`config.mk`:
```
export PLATFORM = sky130hd
export DESIGN_NAME = four_channel_dma_address_engine
export DESIGN_NICKNAME = d
export VERILOG_FILES = /design/src/rtl/da4_pkg.sv /design/src/rtl/four_channel_dma_address_engine.sv
export SDC_FILE = /design/constraint.sdc
export NUM_CORES = 2
export LEC_CHECK = 0
export ABC_AREA = 1
export BUFFER_PORTS_ARGS = -buffer_cell sky130_fd_sc_hd__buf_2
export CAP_MARGIN = 20
export CORE_MARGIN = 4
export CORE_UTILIZATION = 53
export CTS_CLUSTER_DIAMETER = 200
export DETAILED_ROUTE_END_ITERATION = 12
export PLACE_DENSITY = 0.68
export SYNTH_ARGS = -nofsm -noshare
export SYNTH_HDL_FRONTEND = slang
export SYNTH_SLANG_ARGS = --single-unit
```
`constraint.sdc`:
```
create_clock -name clk -period 46.7 [get_ports clk]
set_clock_uncertainty 0.05 [all_clocks]
set_input_delay 9.34 -clock clk [delete_from_list [all_inputs] [get_ports clk]]
set_output_delay 9.34 -clock clk [all_outputs]
set_load 0.1 [all_outputs]
```
`src/rtl/da4_pkg.sv`:
```
package da4_pkg;

  localparam int CHANNELS  = 4;
  localparam int REG_BYTES = 12;

  localparam logic [31:0] FIFO_A = 32'h0400_00A0;
  localparam logic [31:0] FIFO_B = 32'h0400_00A4;

  localparam logic [16:0] FIFO_COUNT    = 17'd4;
  localparam logic [16:0] COUNT_DEFAULT = 17'h0_4000;
  localparam logic [16:0] COUNT_MAX     = 17'h1_0000;
  localparam int          BIG_COUNT_CH  = 3;

  localparam int EN_BIT = 31;

  localparam logic [1:0] REGSEL_SRC  = 2'd0;
  localparam logic [1:0] REGSEL_DST  = 2'd1;
  localparam logic [1:0] REGSEL_CTRL = 2'd2;
  localparam logic [3:0] CTRL_TOP_BYTE = 4'd11;

  localparam logic [1:0] STEP_INC    = 2'd0;
  localparam logic [1:0] STEP_DEC    = 2'd1;
  localparam logic [1:0] STEP_FIXED  = 2'd2;
  localparam logic [1:0] STEP_RELOAD = 2'd3;

  localparam logic [1:0] TIM_NOW     = 2'd0;
  localparam logic [1:0] TIM_VBLANK  = 2'd1;
  localparam logic [1:0] TIM_HBLANK  = 2'd2;
  localparam logic [1:0] TIM_SPECIAL = 2'd3;

  typedef enum logic [2:0] {
    OP_WRITE   = 3'd0,
    OP_VBLANK  = 3'd1,
    OP_HBLANK  = 3'd2,
    OP_TRIGGER = 3'd3,
    OP_ADVANCE = 3'd4
  } op_t;

  typedef struct packed {
    logic       irq;
    logic       rpt;
    logic       word;
    logic [1:0] sstep;
    logic [1:0] dstep;
  } mode_t;

  function automatic logic [31:0] put_byte(logic [31:0] w, logic [1:0] lane, logic [7:0] b);
    logic [31:0] r;
    r = w;
    r[8*lane +: 8] = b;
    return r;
  endfunction

endpackage

```
`src/rtl/four_channel_dma_address_engine.sv`:
```
// Channel  Direction  Handshake              Payload
// in       input      in_valid / in_ready    operation, reg_offset, write_byte, channel
// out      output     out_valid / out_ready  transfer_valid, transfer_channel, source_address,
//                                            dest_address, word_transfer, run_done,
//                                            interrupt_mask
// Every item yields one result; the item is held in the input register, then registered into the result register.
// One item is accepted per cycle while the result register is not stalled: the channel state
// updates in the cycle the item moves from the input register into the result register.
// Reset (rst, synchronous) clears all channel registers, counts and run modes.
// A stalled result register holds the input register; the input accepts while either is free.
module four_channel_dma_address_engine (
  input  logic        clk,
  input  logic        rst,
  input  logic        in_valid,
  output logic        in_ready,
  input  logic [2:0]  operation,
  input  logic [5:0]  reg_offset,
  input  logic [7:0]  write_byte,
  input  logic [1:0]  channel,
  output logic        out_valid,
  input  logic        out_ready,
  output logic        transfer_valid,
  output logic [1:0]  transfer_channel,
  output logic [31:0] source_address,
  output logic [31:0] dest_address,
  output logic        word_transfer,
  output logic        run_done,
  output logic [3:0]  interrupt_mask
);
  import da4_pkg::*;

  logic        pend;
  logic [2:0]  op_q;
  logic [5:0]  off_q;
  logic [7:0]  byte_q;
  logic [1:0]  chan_q;
  logic        adv;

  logic [31:0] source_reg [CHANNELS];
  logic [31:0] dest_reg [CHANNELS];
  logic [31:0] control_reg [CHANNELS];
  logic [31:0] working_source [CHANNELS];
  logic [31:0] working_dest [CHANNELS];
  logic [16:0] units_left [CHANNELS];
  mode_t       run_mode [CHANNELS];

  logic [31:0] source_reg_next [CHANNELS];
  logic [31:0] dest_reg_next [CHANNELS];
  logic [31:0] control_reg_next [CHANNELS];
  logic [31:0] working_source_next [CHANNELS];
  logic [31:0] working_dest_next [CHANNELS];
  logic [16:0] units_left_next [CHANNELS];
  mode_t       run_mode_next [CHANNELS];

  logic [CHANNELS-1:0] grant;
  logic                found;
  logic [CHANNELS-1:0] hit;
  logic [3:0]          byte_sel [CHANNELS];
  logic [31:0]         src_w [CHANNELS];
  logic [31:0]         dst_w [CHANNELS];
  logic [31:0]         cw_w [CHANNELS];
  logic [CHANNELS-1:0] fifo;
  logic [CHANNELS-1:0] idle;
  logic [16:0]         start_units [CHANNELS];
  mode_t               start_mode [CHANNELS];
  logic [31:0]         unit_step [CHANNELS];
  logic [1:0]          blank_tim;

  logic        res_valid;
  logic [1:0]  res_ch;
  logic [31:0] res_src;
  logic [31:0] res_dst;
  logic        res_word;
  logic        res_done;
  logic [3:0]  res_irq;

  assign adv      = !out_valid || out_ready;
  assign in_ready = !pend || adv;

  always_comb begin
    grant = '0;
    found = 1'b0;
    for (int i = 0; i < CHANNELS; i++) begin
      if (!found && units_left[i] != '0) begin
        grant[i] = 1'b1;
        found    = 1'b1;
      end
    end

    blank_tim = (op_q == OP_VBLANK) ? TIM_VBLANK : TIM_HBLANK;

    res_valid = 1'b0;
    res_ch    = '0;
    res_src   = '0;
    res_dst   = '0;
    res_word  = 1'b0;
    res_done  = 1'b0;
    res_irq   = '0;

    for (int i = 0; i < CHANNELS; i++) begin
      hit[i] = (op_q == OP_WRITE) && (off_q >= 6'(REG_BYTES * i)) &&
               (off_q < 6'(REG_BYTES * (i + 1)));
      byte_sel[i] = 4'(off_q - 6'(REG_BYTES * i));
      src_w[i] = source_reg[i];
      dst_w[i] = dest_reg[i];
      cw_w[i]  = control_reg[i];
      if (hit[i]) begin
        case (byte_sel[i][3:2])
          REGSEL_SRC:  src_w[i] = put_byte(source_reg[i], byte_sel[i][1:0], byte_q);
          REGSEL_DST:  dst_w[i] = put_byte(dest_reg[i], byte_sel[i][1:0], byte_q);
          REGSEL_CTRL: cw_w[i]  = put_byte(control_reg[i], byte_sel[i][1:0], byte_q);
          default: ;
        endcase
      end

      idle[i] = units_left[i] == '0;
      fifo[i] = (cw_w[i][29:28] == TIM_SPECIAL) && (dst_w[i] == FIFO_A || dst_w[i] == FIFO_B);
      if (fifo[i]) begin
        start_units[i] = FIFO_COUNT;
      end else if (cw_w[i][15:0] != '0) begin
        start_units[i] = {1'b0, cw_w[i][15:0]};
      end else if (i == BIG_COUNT_CH) begin
        start_units[i] = COUNT_MAX;
      end else begin
        start_units[i] = COUNT_DEFAULT;
      end
      start_mode[i].dstep = fifo[i] ? STEP_FIXED : cw_w[i][22:21];
      start_mode[i].sstep = cw_w[i][24:23];
      start_mode[i].rpt   = cw_w[i][25];
      start_mode[i].word  = cw_w[i][26];
      start_mode[i].irq   = cw_w[i][30];

      unit_step[i] = run_mode[i].word ? 32'd4 : 32'd2;

      source_reg_next[i]     = src_w[i];
      dest_reg_next[i]       = dst_w[i];
      control_reg_next[i]    = cw_w[i];
      working_source_next[i] = working_source[i];
      working_dest_next[i]   = working_dest[i];
      units_left_next[i]     = units_left[i];
      run_mode_next[i]       = run_mode[i];

      case (op_q)
        OP_WRITE: begin
          if (hit[i] && byte_sel[i] == CTRL_TOP_BYTE && cw_w[i][EN_BIT] && idle[i]) begin
            working_source_next[i] = src_w[i];
            working_dest_next[i]   = dst_w[i];
            if (cw_w[i][29:28] == TIM_NOW) begin
              units_left_next[i] = start_units[i];
              run_mode_next[i]   = start_mode[i];
            end
          end
        end
        OP_VBLANK, OP_HBLANK: begin
          if (cw_w[i][EN_BIT] && cw_w[i][29:28] == blank_tim && idle[i]) begin
            if (cw_w[i][22:21] == STEP_RELOAD) working_dest_next[i] = dst_w[i];
            units_left_next[i] = start_units[i];
            run_mode_next[i]   = start_mode[i];
          end
        end
        OP_TRIGGER: begin
          if (chan_q == 2'(i) && cw_w[i][EN_BIT] && idle[i]) begin
            units_left_next[i] = start_units[i];
            run_mode_next[i]   = start_mode[i];
          end
        end
        OP_ADVANCE: begin
          if (grant[i]) begin
            res_valid = 1'b1;
            res_ch    = 2'(i);
            res_src   = working_source[i];
            res_dst   = working_dest[i];
            res_word  = run_mode[i].word;
            if (run_mode[i].dstep == STEP_INC || run_mode[i].dstep == STEP_RELOAD) begin
              working_dest_next[i] = working_dest[i] + unit_step[i];
            end else if (run_mode[i].dstep == STEP_DEC) begin
              working_dest_next[i] = working_dest[i] - unit_step[i];
            end
            if (run_mode[i].sstep == STEP_INC) begin
              working_source_next[i] = working_source[i] + unit_step[i];
            end else if (run_mode[i].sstep == STEP_DEC) begin
              working_source_next[i] = working_source[i] - unit_step[i];
            end
            units_left_next[i] = units_left[i] - 17'd1;
            if (units_left[i] == 17'd1) begin
              res_done = 1'b1;
              if (run_mode[i].dstep == STEP_RELOAD) working_dest_next[i] = dest_reg[i];
              if (!run_mode[i].rpt) control_reg_next[i][EN_BIT] = 1'b0;
              if (run_mode[i].irq) res_irq = 4'b0001 << i;
            end
          end
        end
        default: ;
      endcase
    end
  end

  always_ff @(posedge clk) begin
    if (rst) begin
      pend      <= 1'b0;
      out_valid <= 1'b0;
      for (int i = 0; i < CHANNELS; i++) begin
        source_reg[i]     <= '0;
        dest_reg[i]       <= '0;
        control_reg[i]    <= '0;
        working_source[i] <= '0;
        working_dest[i]   <= '0;
        units_left[i]     <= '0;
        run_mode[i]       <= '0;
      end
    end else begin
      if (in_valid && in_ready) begin
        pend   <= 1'b1;
        op_q   <= operation;
        off_q  <= reg_offset;
        byte_q <= write_byte;
        chan_q <= channel;
      end else if (adv) begin
        pend <= 1'b0;
      end
      if (adv) begin
        out_valid <= pend;
      end
      if (pend && adv) begin
        transfer_valid   <= res_valid;
        transfer_channel <= res_ch;
        source_address   <= res_src;
        dest_address     <= res_dst;
        word_transfer    <= res_word;
        run_done         <= res_done;
        interrupt_mask   <= res_irq;
        for (int i = 0; i < CHANNELS; i++) begin
          source_reg[i]     <= source_reg_next[i];
          dest_reg[i]       <= dest_reg_next[i];
          control_reg[i]    <= control_reg_next[i];
          working_source[i] <= working_source_next[i];
          working_dest[i]   <= working_dest_next[i];
          units_left[i]     <= units_left_next[i];
          run_mode[i]       <= run_mode_next[i];
        end
      end
    end
  end

  a_done_has_transfer: assert property (@(posedge clk) disable iff (rst)
    out_valid && run_done |-> transfer_valid)
    else $error("run end without transfer");

  a_irq_on_done: assert property (@(posedge clk) disable iff (rst)
    out_valid && interrupt_mask != 4'd0 |-> run_done && $onehot(interrupt_mask))
    else $error("interrupt outside run end");

  a_irq_channel: assert property (@(posedge clk) disable iff (rst)
    out_valid && interrupt_mask != 4'd0 |-> interrupt_mask == (4'b0001 << transfer_channel))
    else $error("interrupt on wrong channel");

  a_idle_no_result: assert property (@(posedge clk) disable iff (rst)
    !pend && !out_valid |=> !out_valid)
    else $error("result without item");

endmodule

```
# [After elaboration in Yosys (flattened, before gate mapping)]
# Memories as Yosys holds them, arrays and structs flattened.
# Cells that the tools add are included.
# W data, S select, Z words.
[totals] ff_bits=94 latch_bits=0 mem_bits_rw=736 mem_bits_ro=0 in_bits=23 word_cells=517 memories=7
[mem_list] memory="control_reg" words=4 width=32 rd=4 rd_ports_with_merged_regs=0 write_ports=4 line="four_channel_dma_address_engine.sv:41" text="logic [31:0] control_reg [CHANNELS];"
[mem_list] memory="dest_reg" words=4 width=32 rd=4 rd_ports_with_merged_regs=0 write_ports=4 line="four_channel_dma_address_engine.sv:40" text="logic [31:0] dest_reg [CHANNELS];"
[mem_list] memory="source_reg" words=4 width=32 rd=4 rd_ports_with_merged_regs=0 write_ports=4 line="four_channel_dma_address_engine.sv:39" text="logic [31:0] source_reg [CHANNELS];"
[mem_list] memory="working_dest" words=4 width=32 rd=4 rd_ports_with_merged_regs=0 write_ports=4 line="four_channel_dma_address_engine.sv:43" text="logic [31:0] working_dest [CHANNELS];"
[mem_list] memory="working_source" words=4 width=32 rd=4 rd_ports_with_merged_regs=0 write_ports=4 line="four_channel_dma_address_engine.sv:42" text="logic [31:0] working_source [CHANNELS];"
[mem_list] memory="units_left" words=4 width=17 rd=4 rd_ports_with_merged_regs=0 write_ports=4 line="four_channel_dma_address_engine.sv:44" text="logic [16:0] units_left [CHANNELS];"
[mem_list] memory="+1 memories"
[op_classes] n_addsub=27 mul=0 n_div=0 magnitude_cmp=8 n_eq_ne=55 n_shift=8 mux=276 bitwise=29 reduce_logical=94
[ops] operator="$mux W32" n=108
[ops] operator="$mux W17" n=26
[ops] operator="$bwmux W32" n=12
[ops] operator="$pmux W32 S3" n=4
[ops] operator="$pmux W17 S4" n=4
[ops] operator="$add A32 B3 Y32" n=8
[ops] operator="$eq A32 B27 Y1 const B" n=8
[ops] operator="$pmux W32 S2" n=4
[ops] operator="$sub A32 B3 Y32" n=8
[ops] operator="$mux W7" n=20
[ops] operator="$neg A5 Y34" n=4
[ops] operator="$shift A8 B34 Y32 const A" n=4
[ops] operator="$shiftx A8 B34 Y32" n=4
[ops] operator="$mux W16" n=6
[ops] operator="$pmux W7 S3" n=4
[ops] operator="$eq A17 B1 Y1 const B" n=4
[ops] operator="$logic_not A17 Y1" n=4
[ops] operator="$reduce_bool A17 Y1" n=4
[ops] operator="$sub A17 B1 Y17 const B" n=4
[ops] operator="$reduce_bool A16 Y1" n=4
[ops] operator="$mux W1" n=63
[ops] operator="$mux W4" n=12
[ops] operator="$logic_and A1 B1 Y1" n=45
[ops] operator="$eq A2 B2 Y1 const B" n=18
[ops] operator="26 further kinds" n=115

# [Depth between registers and ports, before layout]
# An unclocked memory read counts as a cell.
[logic_depth] depth_word=17 mapped_depth=18 depth_no_buf=18

# [Worst setup path after synthesis]
# OpenSTA, ideal clock, no wires.
[synth_timing] path_type="input to register" start="input out_ready" end="memory working_source[2][10], enable pin" arrival_time_ns=22.572 required_time_ns=46.064 path_slack_ns=23.492 path_stages=8 n_path_buf=0 path_cell_list="inv_1 -> nand2_1 -> nand3_1 -> clkinv_1 -> nor2_1 -> inv_1 -> nand2_1 -> a2111oi_0"
[synth_lines] element="start, declared" line="four_channel_dma_address_engine.sv:21" text="input logic out_ready,"
[synth_lines] element="end, declared" line="four_channel_dma_address_engine.sv:42"

# [Worst setup path in the final report]
[layout_timing] start="input out_ready" end="output in_ready"
[layout_between] elab_chain_len=2
[layout_rtl] element="$logic_or A1 B1 Y1" line="four_channel_dma_address_engine.sv:77" text="assign adv = !out_valid || out_ready;"
[layout_rtl] element="$logic_or A1 B1 Y1" line="four_channel_dma_address_engine.sv:78" text="assign in_ready = !pend || adv;"
[layout_rtl] element="end, declared" line="four_channel_dma_address_engine.sv:15" text="output logic in_ready,"
# Every way passes these cells.

==> metrics.cfg <==
[worst_setup_path]
path_cells=buf_2 -> inv_1 -> nand3_1 -> buf_2
cpMaxStageDelayCell=buf_2
cp-end-kind=primary output
cpPeakStageDelay_ns=0.44
r2r_cells=13
r2r_end=units_left[1][2]
critical_path_class=input port to primary output
cp.required_ns=37.31
worst_path_most_repeated_cell=buf_2
rr_startpoint=off_q[0]
startpoint_type=input port
arrival_ns=9.99
regToRegSetupSlack_ns=40.88
worst-path-max-fanout=3

[layout]
final_cells=8244
fin_area_um2=58200
drive_gt1_frac=0.0556
areaGrowthSynthToFinish_pct=9.33
nNetsFinal=7061

[route]
drc_errors=0
postRouteAntennaNets=0
wl_per_cell_um=25.3
drt_iter0_drc=8376
vias=51600
routed_wl_mm=209
vias_per_cell=6.25
first_pass_iters=7

[grt]
grt_antenna_before_repair=20
grt_pass1_vias=46800
gr-total-overflow=0
grt_pass1_wl_mm=303
grt_use_total=0.381
grt_max_degree=155

[placement]
place_congestion=1.00
port_buffers=97
post-place-cells=8068
place_area_um2=55100
dpl.hpwl_mm=148

[yosys]
netlist_top_cells_area=edfxtp_1 45%, nand2_1 10%, nor2_1 6.8%, o21ai_0 6.8%, inv_1 5.9%
yosys.area.top_type=edfxtp_1
synth_edf_count=804
postSynth.asyncResetShare=0
syn-cell-area_um2=53300
syn-num-nets=7040
synth_ff_type=edfxtp_1
ys_seq_elements=806
yosysWarnings=0
netlist.area_leader.share=0.453
synthDistinctLibCells=57
syn_area_per_cell_um2=7.78
synthCells=6846
yosysSeqAreaShare=0.454

[timing]
setup_violations=0
rsz0062_at_grt=false
fin_crit_ns=19.38
period_share=0.415
worst_pin_slew_ns=1.26
relSlewSlack=0.159
slew_violations=0
fin_tns_setup_ns=0
max_freq_ghz=0.0516
hold_violations=0

[job]
drv_cap=0

[clock_network]
cts_tree=yes
clock_path_buffers=3
post_cts_buffers=0
numCtsBuffers=92
clkTransAtPathRegs_ns=0.06
cts-resized-gates=0
clkSinkCount=806
cts_hold_buf=0
clk_latency_ns=0.69
clk_root_buffer_cell=clkbuf_16
htreeDepth=3

[min_path]
hold_path.class=flop to flop
worstHoldStart=pend
whs_path_depth=2
hold_path_end=out_valid

[pwr]
ir_drop_uv=32.2
swShare=0.309
seq_power_share=0.440
cellInternalPower_mw=1.39
combPwrFrac=0.184
p_sw_mw=0.622
power_density_nw_per_um2=34.6
p_leak_nw=23.7
power_frac_clock=0.376

[floorplan]
initial_core_util=0.533
die_y_um=325
top_level_ports=98
rows=116
die_area_um2=106000
core_um2=99900
die_x_um=325

[outcome]
outcome=finished, final reports clean

-- per-layer routing --
metal / up-vias / share of wire / global-route usage
met5: - / 0.00064 / 0.00362
met4: 14 / 0.057 / 0.178
met3: 559 / 0.14 / 0.101
met2: 3379 / 0.41 / 0.543
met1: 24200 / 0.40 / 0.541
li1: 23400 / - / -
-- cell families (layout without fill, tap and decap cells) --
kind of cell / Yosys count / after routing / share of synthesized area
muxes: 10 / 10 / 0.00188
xor gates and xnor gates: 164 / 164 / 0.0270
AOI/OAI and AO/OA: 1476 / 1476 / 0.155
buffers and inverters: 1108 / 1203 / 0.0793
DFF: 806 / 806 / 0.454
adders and majority gates: 171 / 171 / 0.0419
other: 0 / 5 / 0
and+or+nand+nor: 3111 / 3111 / 0.241
-- Yosys cell counts (8+ instances only) --
cell,number
nand2_1,1474
nor2_1,965
inv_1,831
edfxtp_1,804
o21ai_0,723
nand3_1,358
a21oi_1,333
clkbuf_1,204
ha_1,159
o22ai_1,138
nand4_1,136
xor2_1,120
nor3_1,98
a31oi_1,46
xnor2_1,44
a41oi_1,40
o211ai_1,35
buf_2,32
o21ai_1,28
buf_1,22
a211oi_1,21
o21bai_1,21
nor4_1,18
a21o_1,17
o221ai_1,17
o21a_1,16
o31ai_1,13
fa_1,12
nand3b_1,12
or2_2,12
mux2i_1,10
a21boi_0,8
clkinv_1,8
nand2_2,8
-- through the flow --
stage	hold slack [ns]	worst slack, ns	power [mW]	util
final	0.459	27.32	2.01	0.583
after global routing	0.472	27.28	2.08	0.583
after CTS	0.461	27.32	2.00	0.583
after detailed placement	0.448	27.32	1.26	0.552
after global placement	0.454	27.30	1.25	0.552
after floorplan	0.388	23.49	1.15	-
-- power groups by stage --
stage | Clock, mW | Combinational [mW] | Sequential (mW)
after floorplan | 0 | 0.241 | 0.907
after global placement | 0 | 0.356 | 0.897
after detailed placement | 0 | 0.358 | 0.898
after CTS | 0.759 | 0.361 | 0.883
after global routing | 0.789 | 0.405 | 0.888
final | 0.757 | 0.371 | 0.885
-- worst max-delay path: cells and delay by family --
kind                   cells  cell delay [ns]
buffers and inverters      3             0.56
AND/OR/NAND/NOR            1             0.09
-- cell usage in the layout, fill, tap and decap left out, drive strengths merged, types with 136 or more instances in the layout --
cell | netlist | routed
nand2 | 1482 | 1482
buf | 60 | 191
o22ai | 138 | 138
nand3 | 362 | 362
inv | 836 | 842
edfxtp | 804 | 804
o21ai | 751 | 751
nand4 | 136 | 136
a21oi | 333 | 333
nor2 | 976 | 976
ha | 159 | 159
-- layout make-up --
type / instances / area (um2)
fillers: 9336 / 41600
multi-input cells: 4932 / 25000
flip-flops and latches: 806 / 24200
inverters: 844 / 3190
clock buffers: 106 / 2350
well taps: 1298 / 1620
repair buffers: 191 / 1220
clock inverters: 62 / 684
diodes: 5 / 12.5
-- worst max-delay path by stage --
stage,start,end,cells past startpoint
2_1_floorplan,out_ready,working_source[2][10],8
3_3_place_gp,out_ready,in_ready,4
3_5_place_dp,out_ready,in_ready,4
4_1_cts,out_ready,in_ready,4
5_1_grt,out_ready,in_ready,4
6_report,out_ready,in_ready,4
No activity file was read; power rests on OpenSTA's default activity.
